===== config.mk =====
export PLATFORM = sky130hd
export DESIGN_NAME = signed_date_difference_days_unit
export DESIGN_NICKNAME = d
export VERILOG_FILES = /design/src/sddd_pkg.sv /design/src/sddd_serial.sv /design/src/signed_date_difference_days_unit.sv
export SDC_FILE = /design/constraint.sdc
export NUM_CORES = 1
export LEC_CHECK = 0
export BUFFER_PORTS_ARGS = -buffer_cell sky130_fd_sc_hd__buf_2
export CORE_ASPECT_RATIO = 1.25
export CORE_MARGIN = 4
export CORE_UTILIZATION = 50
export DETAILED_ROUTE_END_ITERATION = 10
export PLACE_DENSITY = 0.78
export SLEW_MARGIN = 20
export SYNTH_ARGS = -nofsm -noshare
export SYNTH_HDL_FRONTEND = slang
export SYNTH_SLANG_ARGS = --single-unit
export TNS_END_PERCENT = 5

===== constraint.sdc =====
create_clock -name clock -period 12.42 [get_ports clock]
set_input_delay 0.621 -clock clock [delete_from_list [all_inputs] [get_ports clock]]
set_output_delay 0.621 -clock clock [all_outputs]
set_load 0.02 [all_outputs]

===== src/sddd_pkg.sv =====
// ----------------------------------------------------------------------------
// Signed date difference package
// Shared types, constants and helper functions for the date difference unit.
// ----------------------------------------------------------------------------
package sddd_pkg;

   localparam int DEFAULT_MAX_YEAR = 9999;
   // Largest year that a 14-bit year field can carry.
   localparam int YEAR_FIELD_MAX   = 16383;

   localparam int DAY_WIDTH    = 5;
   localparam int MONTH_WIDTH  = 4;
   localparam int YEAR_WIDTH   = 14;
   localparam int RESULT_WIDTH = 23;

   // Quarter-year count divided by 25 through a reciprocal multiply.
   localparam int RECIP_25      = 2621;
   localparam int RECIP_SHIFT   = 16;
   localparam int RECIP_WIDTH   = 24;
   localparam int CENTURY_WIDTH = 8;

   localparam int SERIAL_LATENCY = 4;
   localparam int PIPE_LATENCY   = SERIAL_LATENCY + 2;

   typedef struct packed {
      logic [DAY_WIDTH-1:0]   day;
      logic [MONTH_WIDTH-1:0] month;
      logic [YEAR_WIDTH-1:0]  year;
   } date_type;

   function automatic int year_cap(input int max_year);
      return (max_year < YEAR_FIELD_MAX) ? max_year : YEAR_FIELD_MAX;
   endfunction

   function automatic int serial_width(input int max_year);
      return $clog2(year_cap(max_year) * 366 + 32);
   endfunction

   // Days in the whole months before the given month of a common year.
   function automatic logic [8:0] days_before_month(input logic [MONTH_WIDTH-1:0] month);
      logic [8:0] days;
      case (month)
         4'd1:    days = 9'd0;
         4'd2:    days = 9'd31;
         4'd3:    days = 9'd59;
         4'd4:    days = 9'd90;
         4'd5:    days = 9'd120;
         4'd6:    days = 9'd151;
         4'd7:    days = 9'd181;
         4'd8:    days = 9'd212;
         4'd9:    days = 9'd243;
         4'd10:   days = 9'd273;
         4'd11:   days = 9'd304;
         4'd12:   days = 9'd334;
         default: days = 9'd0;
      endcase
      return days;
   endfunction

endpackage


===== src/sddd_serial.sv =====
// ----------------------------------------------------------------------------
// Serial day number pipeline
// Turns one calendar date into its serial day number over four register
// stages: clamping, constant multiplies, century correction, leap adjust.
// ----------------------------------------------------------------------------
module sddd_serial #(
   parameter int MAX_YEAR = sddd_pkg::DEFAULT_MAX_YEAR
) (
   input  logic                                          clock,
   input  sddd_pkg::date_type                            date_i,
   output logic [sddd_pkg::serial_width(MAX_YEAR)-1:0]   serial_o
);
   import sddd_pkg::*;

   localparam int SerialWidth = serial_width(MAX_YEAR);
   localparam int YearCap     = year_cap(MAX_YEAR);

   // Stage 1: clamped date and year minus one.
   logic [DAY_WIDTH-1:0]   day1_ff;
   logic [MONTH_WIDTH-1:0] month1_ff, month1_in;
   logic [YEAR_WIDTH-1:0]  year1_ff, year1_in;
   logic [YEAR_WIDTH-1:0]  prev1_ff;

   // Stage 2: products and month table.
   logic [DAY_WIDTH-1:0]     day2_ff;
   logic [YEAR_WIDTH-1:0]    prev2_ff;
   logic [CENTURY_WIDTH-1:0] cent_est2_ff;
   logic [SerialWidth-1:0]   prev365_2_ff;
   logic [8:0]               dbm2_ff;
   logic                     late2_ff;
   logic                     four2_ff;
   logic [RECIP_WIDTH-1:0]   recip_prod;

   // Stage 3: corrected century count and partial sum.
   logic [CENTURY_WIDTH-1:0] cent3_ff;
   logic [6:0]               rem3_ff;
   logic [SerialWidth-1:0]   part3_ff, part3_in;
   logic                     late3_ff;
   logic                     four3_ff;
   logic [YEAR_WIDTH-1:0]    rem_wide;
   logic [7:0]               rem_est;
   logic                     cent_fix;

   // Stage 4: serial day number.
   logic [SerialWidth-1:0] serial_ff, serial_in;
   logic                   leap;

   always_comb begin
      if (date_i.month == '0) begin
         month1_in = MONTH_WIDTH'(1);
      end else if (date_i.month > MONTH_WIDTH'(12)) begin
         month1_in = MONTH_WIDTH'(12);
      end else begin
         month1_in = date_i.month;
      end
      if (date_i.year == '0) begin
         year1_in = YEAR_WIDTH'(1);
      end else if (date_i.year > YEAR_WIDTH'(YearCap)) begin
         year1_in = YEAR_WIDTH'(YearCap);
      end else begin
         year1_in = date_i.year;
      end
   end

   always_ff @(posedge clock) begin
      day1_ff   <= date_i.day;
      month1_ff <= month1_in;
      year1_ff  <= year1_in;
      prev1_ff  <= year1_in - YEAR_WIDTH'(1);
   end

   // The reciprocal estimate of the year count over 100 is exact or one low.
   assign recip_prod = RECIP_WIDTH'(prev1_ff[YEAR_WIDTH-1:2]) * RECIP_WIDTH'(RECIP_25);

   always_ff @(posedge clock) begin
      day2_ff      <= day1_ff;
      prev2_ff     <= prev1_ff;
      cent_est2_ff <= recip_prod[RECIP_SHIFT +: CENTURY_WIDTH];
      prev365_2_ff <= SerialWidth'(prev1_ff) * SerialWidth'(365);
      dbm2_ff      <= days_before_month(month1_ff);
      late2_ff     <= month1_ff > MONTH_WIDTH'(2);
      four2_ff     <= year1_ff[1:0] == 2'b00;
   end

   always_comb begin
      rem_wide = prev2_ff - YEAR_WIDTH'(cent_est2_ff) * YEAR_WIDTH'(100);
      rem_est  = rem_wide[7:0];
      cent_fix = rem_est >= 8'd100;
      part3_in = prev365_2_ff + SerialWidth'(prev2_ff[YEAR_WIDTH-1:2])
               + SerialWidth'(dbm2_ff) + SerialWidth'(day2_ff);
   end

   always_ff @(posedge clock) begin
      cent3_ff <= cent_est2_ff + CENTURY_WIDTH'(cent_fix);
      rem3_ff  <= 7'(rem_est - (cent_fix ? 8'd100 : 8'd0));
      part3_ff <= part3_in;
      late3_ff <= late2_ff;
      four3_ff <= four2_ff;
   end

   // The year is a century year when (year - 1) mod 100 is 99, and a multiple
   // of 400 when in addition the count of whole centuries is 3 mod 4.
   always_comb begin
      leap      = four3_ff && ((rem3_ff != 7'd99) || (cent3_ff[1:0] == 2'b11));
      serial_in = part3_ff - SerialWidth'(cent3_ff)
                + SerialWidth'(cent3_ff[CENTURY_WIDTH-1:2])
                + SerialWidth'(late3_ff && leap);
   end

   always_ff @(posedge clock) begin
      serial_ff <= serial_in;
   end

   assign serial_o = serial_ff;

endmodule


===== src/signed_date_difference_days_unit.sv =====
// ----------------------------------------------------------------------------
// Signed date difference unit
// Signed count of days from a first to a second Gregorian date.
// ----------------------------------------------------------------------------
//  Channel   Ports                               Handshake
//  request   req_first_*, req_second_*,          start high while busy low
//            req_count_end_day
//  response  rsp_day_difference                  rsp_valid strobe, one cycle
//
// Each request taken is answered, and a new request can be taken in every cycle
// in which busy is low, as it is outside reset: the two date conversions and the
// difference each run through their own register stages.
// Synchronous reset clears the valid pipeline and holds busy high for the
// reset cycles, so no request in flight survives a reset.
// The response side cannot stall, so nothing ever backs up.
module signed_date_difference_days_unit #(
   parameter int MAX_YEAR = sddd_pkg::DEFAULT_MAX_YEAR
) (
   input  logic                                    clock,
   input  logic                                    reset,
   input  logic                                    start,
   output logic                                    busy,
   input  logic [sddd_pkg::DAY_WIDTH-1:0]          req_first_day,
   input  logic [sddd_pkg::MONTH_WIDTH-1:0]        req_first_month,
   input  logic [sddd_pkg::YEAR_WIDTH-1:0]         req_first_year,
   input  logic [sddd_pkg::DAY_WIDTH-1:0]          req_second_day,
   input  logic [sddd_pkg::MONTH_WIDTH-1:0]        req_second_month,
   input  logic [sddd_pkg::YEAR_WIDTH-1:0]         req_second_year,
   input  logic                                    req_count_end_day,
   output logic                                    rsp_valid,
   output logic signed [sddd_pkg::RESULT_WIDTH-1:0] rsp_day_difference
);
   import sddd_pkg::*;

   localparam int SerialWidth = serial_width(MAX_YEAR);
   localparam int DiffWidth   = SerialWidth + 1;

   date_type               first_date, second_date;
   logic [SerialWidth-1:0] first_serial, second_serial;

   logic                      accept;
   logic                      busy_ff;
   logic [PIPE_LATENCY-1:0]   valid_ff, valid_in;
   logic [SERIAL_LATENCY-1:0] end_ff, end_in;

   logic signed [DiffWidth-1:0] diff_ff, diff_in;
   logic                        later_ff;
   logic                        end5_ff;
   logic signed [DiffWidth-1:0] result_ff, result_in;

   assign accept = start && !busy_ff;
   assign busy   = busy_ff;

   always_ff @(posedge clock) begin
      if (reset) begin
         busy_ff <= 1'b1;
      end else begin
         busy_ff <= 1'b0;
      end
   end

   assign first_date  = '{day: req_first_day, month: req_first_month, year: req_first_year};
   assign second_date = '{day: req_second_day, month: req_second_month,
                          year: req_second_year};

   sddd_serial #(.MAX_YEAR(MAX_YEAR)) u_first_serial (
      .clock    (clock),
      .date_i   (first_date),
      .serial_o (first_serial)
   );

   sddd_serial #(.MAX_YEAR(MAX_YEAR)) u_second_serial (
      .clock    (clock),
      .date_i   (second_date),
      .serial_o (second_serial)
   );

   // The end-day flag rides alongside the conversion pipeline.
   assign end_in   = {end_ff[SERIAL_LATENCY-2:0], req_count_end_day};
   assign valid_in = {valid_ff[PIPE_LATENCY-2:0], accept};

   always_ff @(posedge clock) begin
      end_ff <= end_in;
      if (reset) begin
         valid_ff <= '0;
      end else begin
         valid_ff <= valid_in;
      end
   end

   assign diff_in = $signed({1'b0, second_serial}) - $signed({1'b0, first_serial});

   always_ff @(posedge clock) begin
      diff_ff  <= diff_in;
      later_ff <= first_serial < second_serial;
      end5_ff  <= end_ff[SERIAL_LATENCY-1];
   end

   // The end day moves the count one further from zero; equal dates go negative.
   always_comb begin
      if (later_ff) begin
         result_in = diff_ff + DiffWidth'(end5_ff);
      end else begin
         result_in = diff_ff - DiffWidth'(end5_ff);
      end
   end

   always_ff @(posedge clock) begin
      result_ff <= result_in;
   end

   assign rsp_valid          = valid_ff[PIPE_LATENCY-1];
   assign rsp_day_difference = RESULT_WIDTH'(result_ff);

endmodule


Yosys cells after proc, flatten, opt, wreduce, memory -nomap -nowiden
Memories as Yosys holds them, arrays and structs flattened. A register that Yosys moved wholly into a read port is not among the register bits. Index checks and enable logic that the tools add are counted.

ROM bits: 288. Input port bits: 50. Register bits after elaboration: 333. Output and inout port bits: 25. Logic and storage cells: 111. Memories kept: 2.

Mux-type cells: 10. Magnitude comparators: 9. Multipliers: 6. Equality and inequality tests: 4. Add/sub/neg operators: 23. Reduce and logical (&&, ||, !) cells: 16.

Memory list: (name not given) (words 16, bits a word 9, rd ports 1, clocked after Yosys merged registers in 1, write ports 0, line sddd_pkg.sv:42) `case (month)`; (name not given) (words 16, bits a word 9, rd ports 1, clocked after Yosys merged registers in 1, write ports 0, line sddd_pkg.sv:42).

Operators with widths (number): two-way mux 14 bit (4); multiplier 12 x 12 -> 24 bit (second input constant) (2); adder 22 x 1 -> 22 bit (2); adder 22 x 12 -> 22 bit (2); adder 22 x 5 -> 22 bit (2); adder 22 x 6 -> 22 bit (2); adder 22 x 9 -> 22 bit (2); multiplier 14 x 9 -> 22 bit (second input constant) (2); subtractor 22 x 8 -> 22 bit (2); greater-than comparator 14 bit (second input constant) (2); zero test 14 bit (2); subtractor 14 x 1 -> 14 bit (second input constant) (2); adder 23 x 1 -> 23 bit (1); two-way mux 23 bit (1); subtractor 22 x 22 -> 23 bit (1); subtractor 23 x 1 -> 23 bit (1); < comparator 22 bit (1); adder 8 x 1 -> 8 bit (2); >= comparator 8 x 7 -> 1 bit (second input constant) (2); multiplier 8 x 5 -> 6 bit (second input constant) (2); subtractor 8 bit (2); two-way mux 7 bit (2); inequality test 7 bit (second input constant) (2); subtractor 7 bit (2); other kinds (11) (23).

Logic depth before layout (Yosys ltp)
Depth in word-level cells: 5. Gate-level depth with buffers: 20. Gate-level depth less buffers: 20.

By module
From an unflattened synthesis, not the netlist that was laid out.

Cell total of the unflattened synthesis: 2692. Area total of the unflattened synthesis: 25887.3 µm².

By module, submodules not included: sddd_serial at u_second_serial (area an instance 11265.8 µm², cells an instance 1152, instances 1, seq. area each 2882.8 µm²); sddd_serial at u_first_serial (area an instance 11048.1 µm², cells an instance 1108, instances 1, seq. area each 2882.8 µm²); signed_date_difference_days_unit (area an instance 3573.4 µm², cells an instance 432, instances 1, seq. area each 1181.1 µm²).

Worst setup path before layout
No wires, ideal clock.

Path type: reg2reg. Start: register u_second_serial.prev1_ff[13]. End: register u_second_serial.cent_est2_ff[7]. Setup slack: 7.605 ns. Arrival time: 4.743 ns. Period minus slack after synthesis: 4.815 ns. Cell stages (with the launch flop): 17. Required time: 12.348 ns. Setup time: 0.072 ns. Cells stage by stage: dfxtp_1 fa_1 ha_1 fa_1 fa_1 inv_1 fa_1 inv_1 ha_1 nor3_1 o21ai_0 a2111oi_2 nor3_1 nor3_2 nor3_1 a2111oi_2 xnor2_1.

Cells in the longest elaborated chain, start to end: 1.

RTL lines: start: declaration (line sddd_serial.sv:22) `logic [YEAR_WIDTH-1:0] prev1_ff;`; start signal: assignment (line sddd_serial.sv:69) `prev1_ff <= year1_in - YEAR_WIDTH'(1);`; multiplier 12 x 12 -> 24 bit (line sddd_serial.sv:73) `assign recip_prod = RECIP_WIDTH'(prev1_ff[YEAR_WIDTH-1:2]) * RECIP_WIDTH'(RECIP_25);`; net u_second_serial.recip_prod[23] (line sddd_serial.sv:32) `logic [RECIP_WIDTH-1:0] recip_prod;`; end signal: assignment (line sddd_serial.sv:78) `cent_est2_ff <= recip_prod[RECIP_SHIFT +: CENTURY_WIDTH];`; end: declaration (line sddd_serial.sv:27) `logic [CENTURY_WIDTH-1:0] cent_est2_ff;`.

The timed path passes the listed nets, and every way through them passes these cells. A chain may end at the register's enable or synchronous reset.

Worst setup path after layout
Same ends and word-level chain as after synthesis.

==> flow_summary.yaml <==
die:
  floorplan.initialDensity: 0.504
  die_height_um: 260
  rows: 92
  fp.dieArea_um2: 54400
  die_width_um: 209
  top_level_ports: 75
  design.core.area_um2: 50300
flow_run:
  cap_viol_max_count: 0
clock_network:
  clock_sinks: 347
  cts_root_buffer: "clkbuf_16"
  cts_tree: "yes"
  cts_htree_levels: 2
  tritoncts.num_buffers: 38
  cts_resized: 0
  cts_hold_buf: 0
  insertion_delay_ps: 560
  post_cts_setup_buffers: 0
  clk_pin_slew_ps: 70
  cts_buffer_depth: 3
layout:
  area_growth_pct: 9.64
  drive_above_1_share: 0.0611
  antenna_cells: 0
  fin_util: 0.553
  layout.cells.most_common: "inv_1"
  final.fill_count: 4287
  final_cell_area_um2: 27800
  layout.cells.most_common_list: "inv_1 (545), ha_1 (416), dfxtp_1 (347), fa_1 (216), xnor2_1 (136)"
  register_area_um2: 6950
  multi_input_comb_area_um2: 16300
  layout.nets: 3391
route:
  drc: 0
  postRouteWirelength_mm: 51.7
  avgRoutedWirePerCell_um: 15.2
  vias: 17600
  vias_per_cell: 5.20
  detail_route.iter0.violations: 688
  detailedRoute.firstPassIterationCount: 7
  antenna_violating_nets_post_route: 0
yosys:
  synth.yosys.seq_area_share: 0.274
  synth_seq_cells: 347
  share_of_the_synthesized_area_in_compound_gates_ao_oa_aoi_oai: 0.100
  number_of_enable_type_register_cells_in_the_synthesized_netlist: 0
  async_flop_share: 0
  synthXorXnorAreaFrac: 0.0660
  syn_avg_cell_area_um2: 9.71
  mux_cell_area_share_after_synthesis: 0.00710
  synth_area_um2: 25400
  yosys_warnings: 0
  synth-simple-area-share: 0.0940
  netlist-cell-type-count: 67
  synth_top_family_by_area: "adder cells"
  synth-adder-area-share: 0.376
  synth.net_count: 3293
  synth_ff_type: "dfxtp_1"
  syn-instance-count: 2611
setup_path:
  worst-endpoint-required_ps: 12890
  critPathKind: "reg2reg"
  worst_r2r_path_depth: 16
  critPathMostFrequentCell: "fa_1"
  endpoint_kind: "flip-flop"
  crit_chain: "fa_1, ha_1, fa_1, fa_1, inv_1, fa_1, inv_1, ha_1, nor3_1, o21ai_0, a2111oi_2, nor3_1, nor3_2, nor3_1, a2111oi_2, xnor2_1"
  ff_to_ff_setup_slack_ps: 7010
  crit_buf_inv: 2
  critical-path-top-delay-family: "adder cells"
  critPathLaunchType: "flip-flop"
  critical_path.reg2reg.endpoint: "u_second_serial.cent_est2_ff[7]"
  r2r-start: "u_second_serial.prev1_ff[13]"
  cpPeakStageDelay_ps: 620
  worst_ep_arrival_time_ps: 5880
  crit_path_max_fanout: 10
  critical-path-slowest-cell: "dfxtp_1"
  cp_depth: 16
global_routing:
  first_global_vias: 18600
  number_of_antenna_violations_at_the_first_check_in_global_routing: 1
  grt_max_degree: 22
  gr_overflow_total: 0
  global_route_wire_length_before_repair_mm: 86.8
  globalRouteTotalUtil: 0.191
status:
  status: "complete, no violations"
sta:
  maxClockFrequency_mhz: 185
  timing.final.crit_share: 0.435
  post-route-worst-setup-slack_ps: 7010
  report.final.setup_viol: 0
  finalHoldViolations: 0
  worst_slew_margin_rel: 0.493
  setup_total_negative_slack_ps: 0
  final_max_slew_viol_count: 0
  grt_setup_unrepaired: "no"
  timing_worst_slew_pin_value_ps: 754
  skew_ps: 15.0
  period_minus_slack_ps: 5410
min_path:
  hold_path_depth: 1
  holdCritStartpoint: "req_first_day[3]"
  whs_endpoint: "u_first_serial.day1_ff[3]"
  hold_path.class: "in2reg"
place:
  dpl_cell_area_um2: 26500
  place_worst_setup_slack_ps: 7100
  routabilityCongestion: 0.912
  port-buffer-count: 74
  dp.final_hpwl_mm: 42.7
==> cell usage after synthesis (7+ instances only) <==
cell type / count / area (um2)
nor2b_1: 30 / 188
xnor2_1: 136 / 1190
xor2_1: 55 / 482
clkbuf_1: 16 / 60.1
nand4_1: 10 / 62.6
a21o_1: 42 / 315
a211oi_1: 12 / 90.1
nand2b_1: 19 / 119
or2_2: 8 / 50.1
a21oi_1: 115 / 576
inv_1: 545 / 2050
o21bai_1: 7 / 52.6
mux2i_1: 9 / 90.1
nand3_1: 50 / 250
nand2_1: 92 / 345
o21ai_0: 75 / 375
or3_1: 22 / 138
o31ai_1: 14 / 105
nor2_1: 123 / 462
and3_1: 28 / 175
a21boi_0: 10 / 75.1
ha_1: 416 / 5200
nor4_1: 8 / 50.1
o311ai_0: 7 / 61.3
fa_1: 216 / 4320
dfxtp_1: 347 / 6950
o211ai_1: 11 / 82.6
and2_1: 17 / 106
a31oi_1: 15 / 93.8
o21a_1: 18 / 135
nor3b_1: 7 / 52.6
nor3_1: 45 / 225
==> final cells by class <==
class | instances | area share
inverters | 545 | 0.0736
flip-flops and latches | 347 | 0.250
clock inverters | 17 | 0.00743
multi-input cells | 1703 | 0.587
repair buffers | 74 | 0.0133
well taps | 658 | 0.0296
clock buffers | 49 | 0.0397
==> worst register-to-register path, stage by stage (launching register included) <==
cell	delay (ps)
dfxtp_1	620
fa_1	500
ha_1	320
fa_1	480
fa_1	570
inv_1	60
fa_1	550
inv_1	50
ha_1	200
nor3_1	170
o21ai_0	210
a2111oi_2	430
nor3_1	180
nor3_2	270
nor3_1	100
a2111oi_2	460
xnor2_1	170
==> worst max-delay path by stage <==
stage          slack (ps)                         endpoint                         start
2_1_floorplan        7610  u_second_serial.cent_est2_ff[7]  u_second_serial.prev1_ff[13]
3_3_place_gp         7230  u_second_serial.cent_est2_ff[7]   u_second_serial.prev1_ff[6]
3_5_place_dp         7100  u_second_serial.cent_est2_ff[7]  u_second_serial.prev1_ff[13]
4_1_cts              7050  u_second_serial.cent_est2_ff[7]  u_second_serial.prev1_ff[13]
5_1_grt              6640  u_second_serial.cent_est2_ff[7]  u_second_serial.prev1_ff[13]
6_report             7010  u_second_serial.cent_est2_ff[7]  u_second_serial.prev1_ff[13]
==> kinds of logic after synthesis <==
| logic type | after synthesis |
|---|---|
| AO/OA/AOI/OAI | 387 |
| XOR/XNOR | 191 |
| adder cells (fa/ha/maj) | 632 |
| buffers and inverters | 561 |
| flip-flops | 347 |
| multiplexers | 15 |
| AND/OR/NAND/NOR | 478 |
==> flip-flops by register name, indices dropped and copies added (netlist names), 6 cells and up <==
register                      cells
u_second_serial.serial_o         22
u_second_serial.part3_ff         22
u_second_serial.cent_est2_ff      8
u_first_serial.prev365_2_ff      20
valid_ff                          6
u_first_serial.cent_est2_ff       8
u_first_serial.prev1_ff          14
u_first_serial.part3_ff          22
u_first_serial.dbm2_ff            9
u_second_serial.prev1_ff         14
u_second_serial.rem3_ff           7
u_second_serial.prev365_2_ff     20
u_second_serial.dbm2_ff           9
u_first_serial.serial_o          22
u_first_serial.prev2_ff          14
u_first_serial.cent3_ff           8
diff_ff                          23
rsp_day_difference               23
u_first_serial.rem3_ff            7
u_second_serial.cent3_ff          8
u_second_serial.prev2_ff         14
==> per-layer routing <==
metal / vias up / GRT usage / part of all wire
li1: 8747 / - / -
met1: 8437 / 0.221 / 0.41
met2: 337 / 0.358 / 0.52
met3: 117 / 0.0251 / 0.032
met4: 0 / 0.0740 / 0.038
met5: - / 0 / 0
==> stage by stage <==
stage          std cells  hold WS (ps)
6_report            3393           164
5_1_grt             3393           133
2_1_floorplan       2611           310
3_3_place_gp        3327           311
3_5_place_dp        3327           314
4_1_cts             3393           128
Power is not shown: default switching activity piles up to over one toggle a cycle in this logic, so the estimate is an artifact.
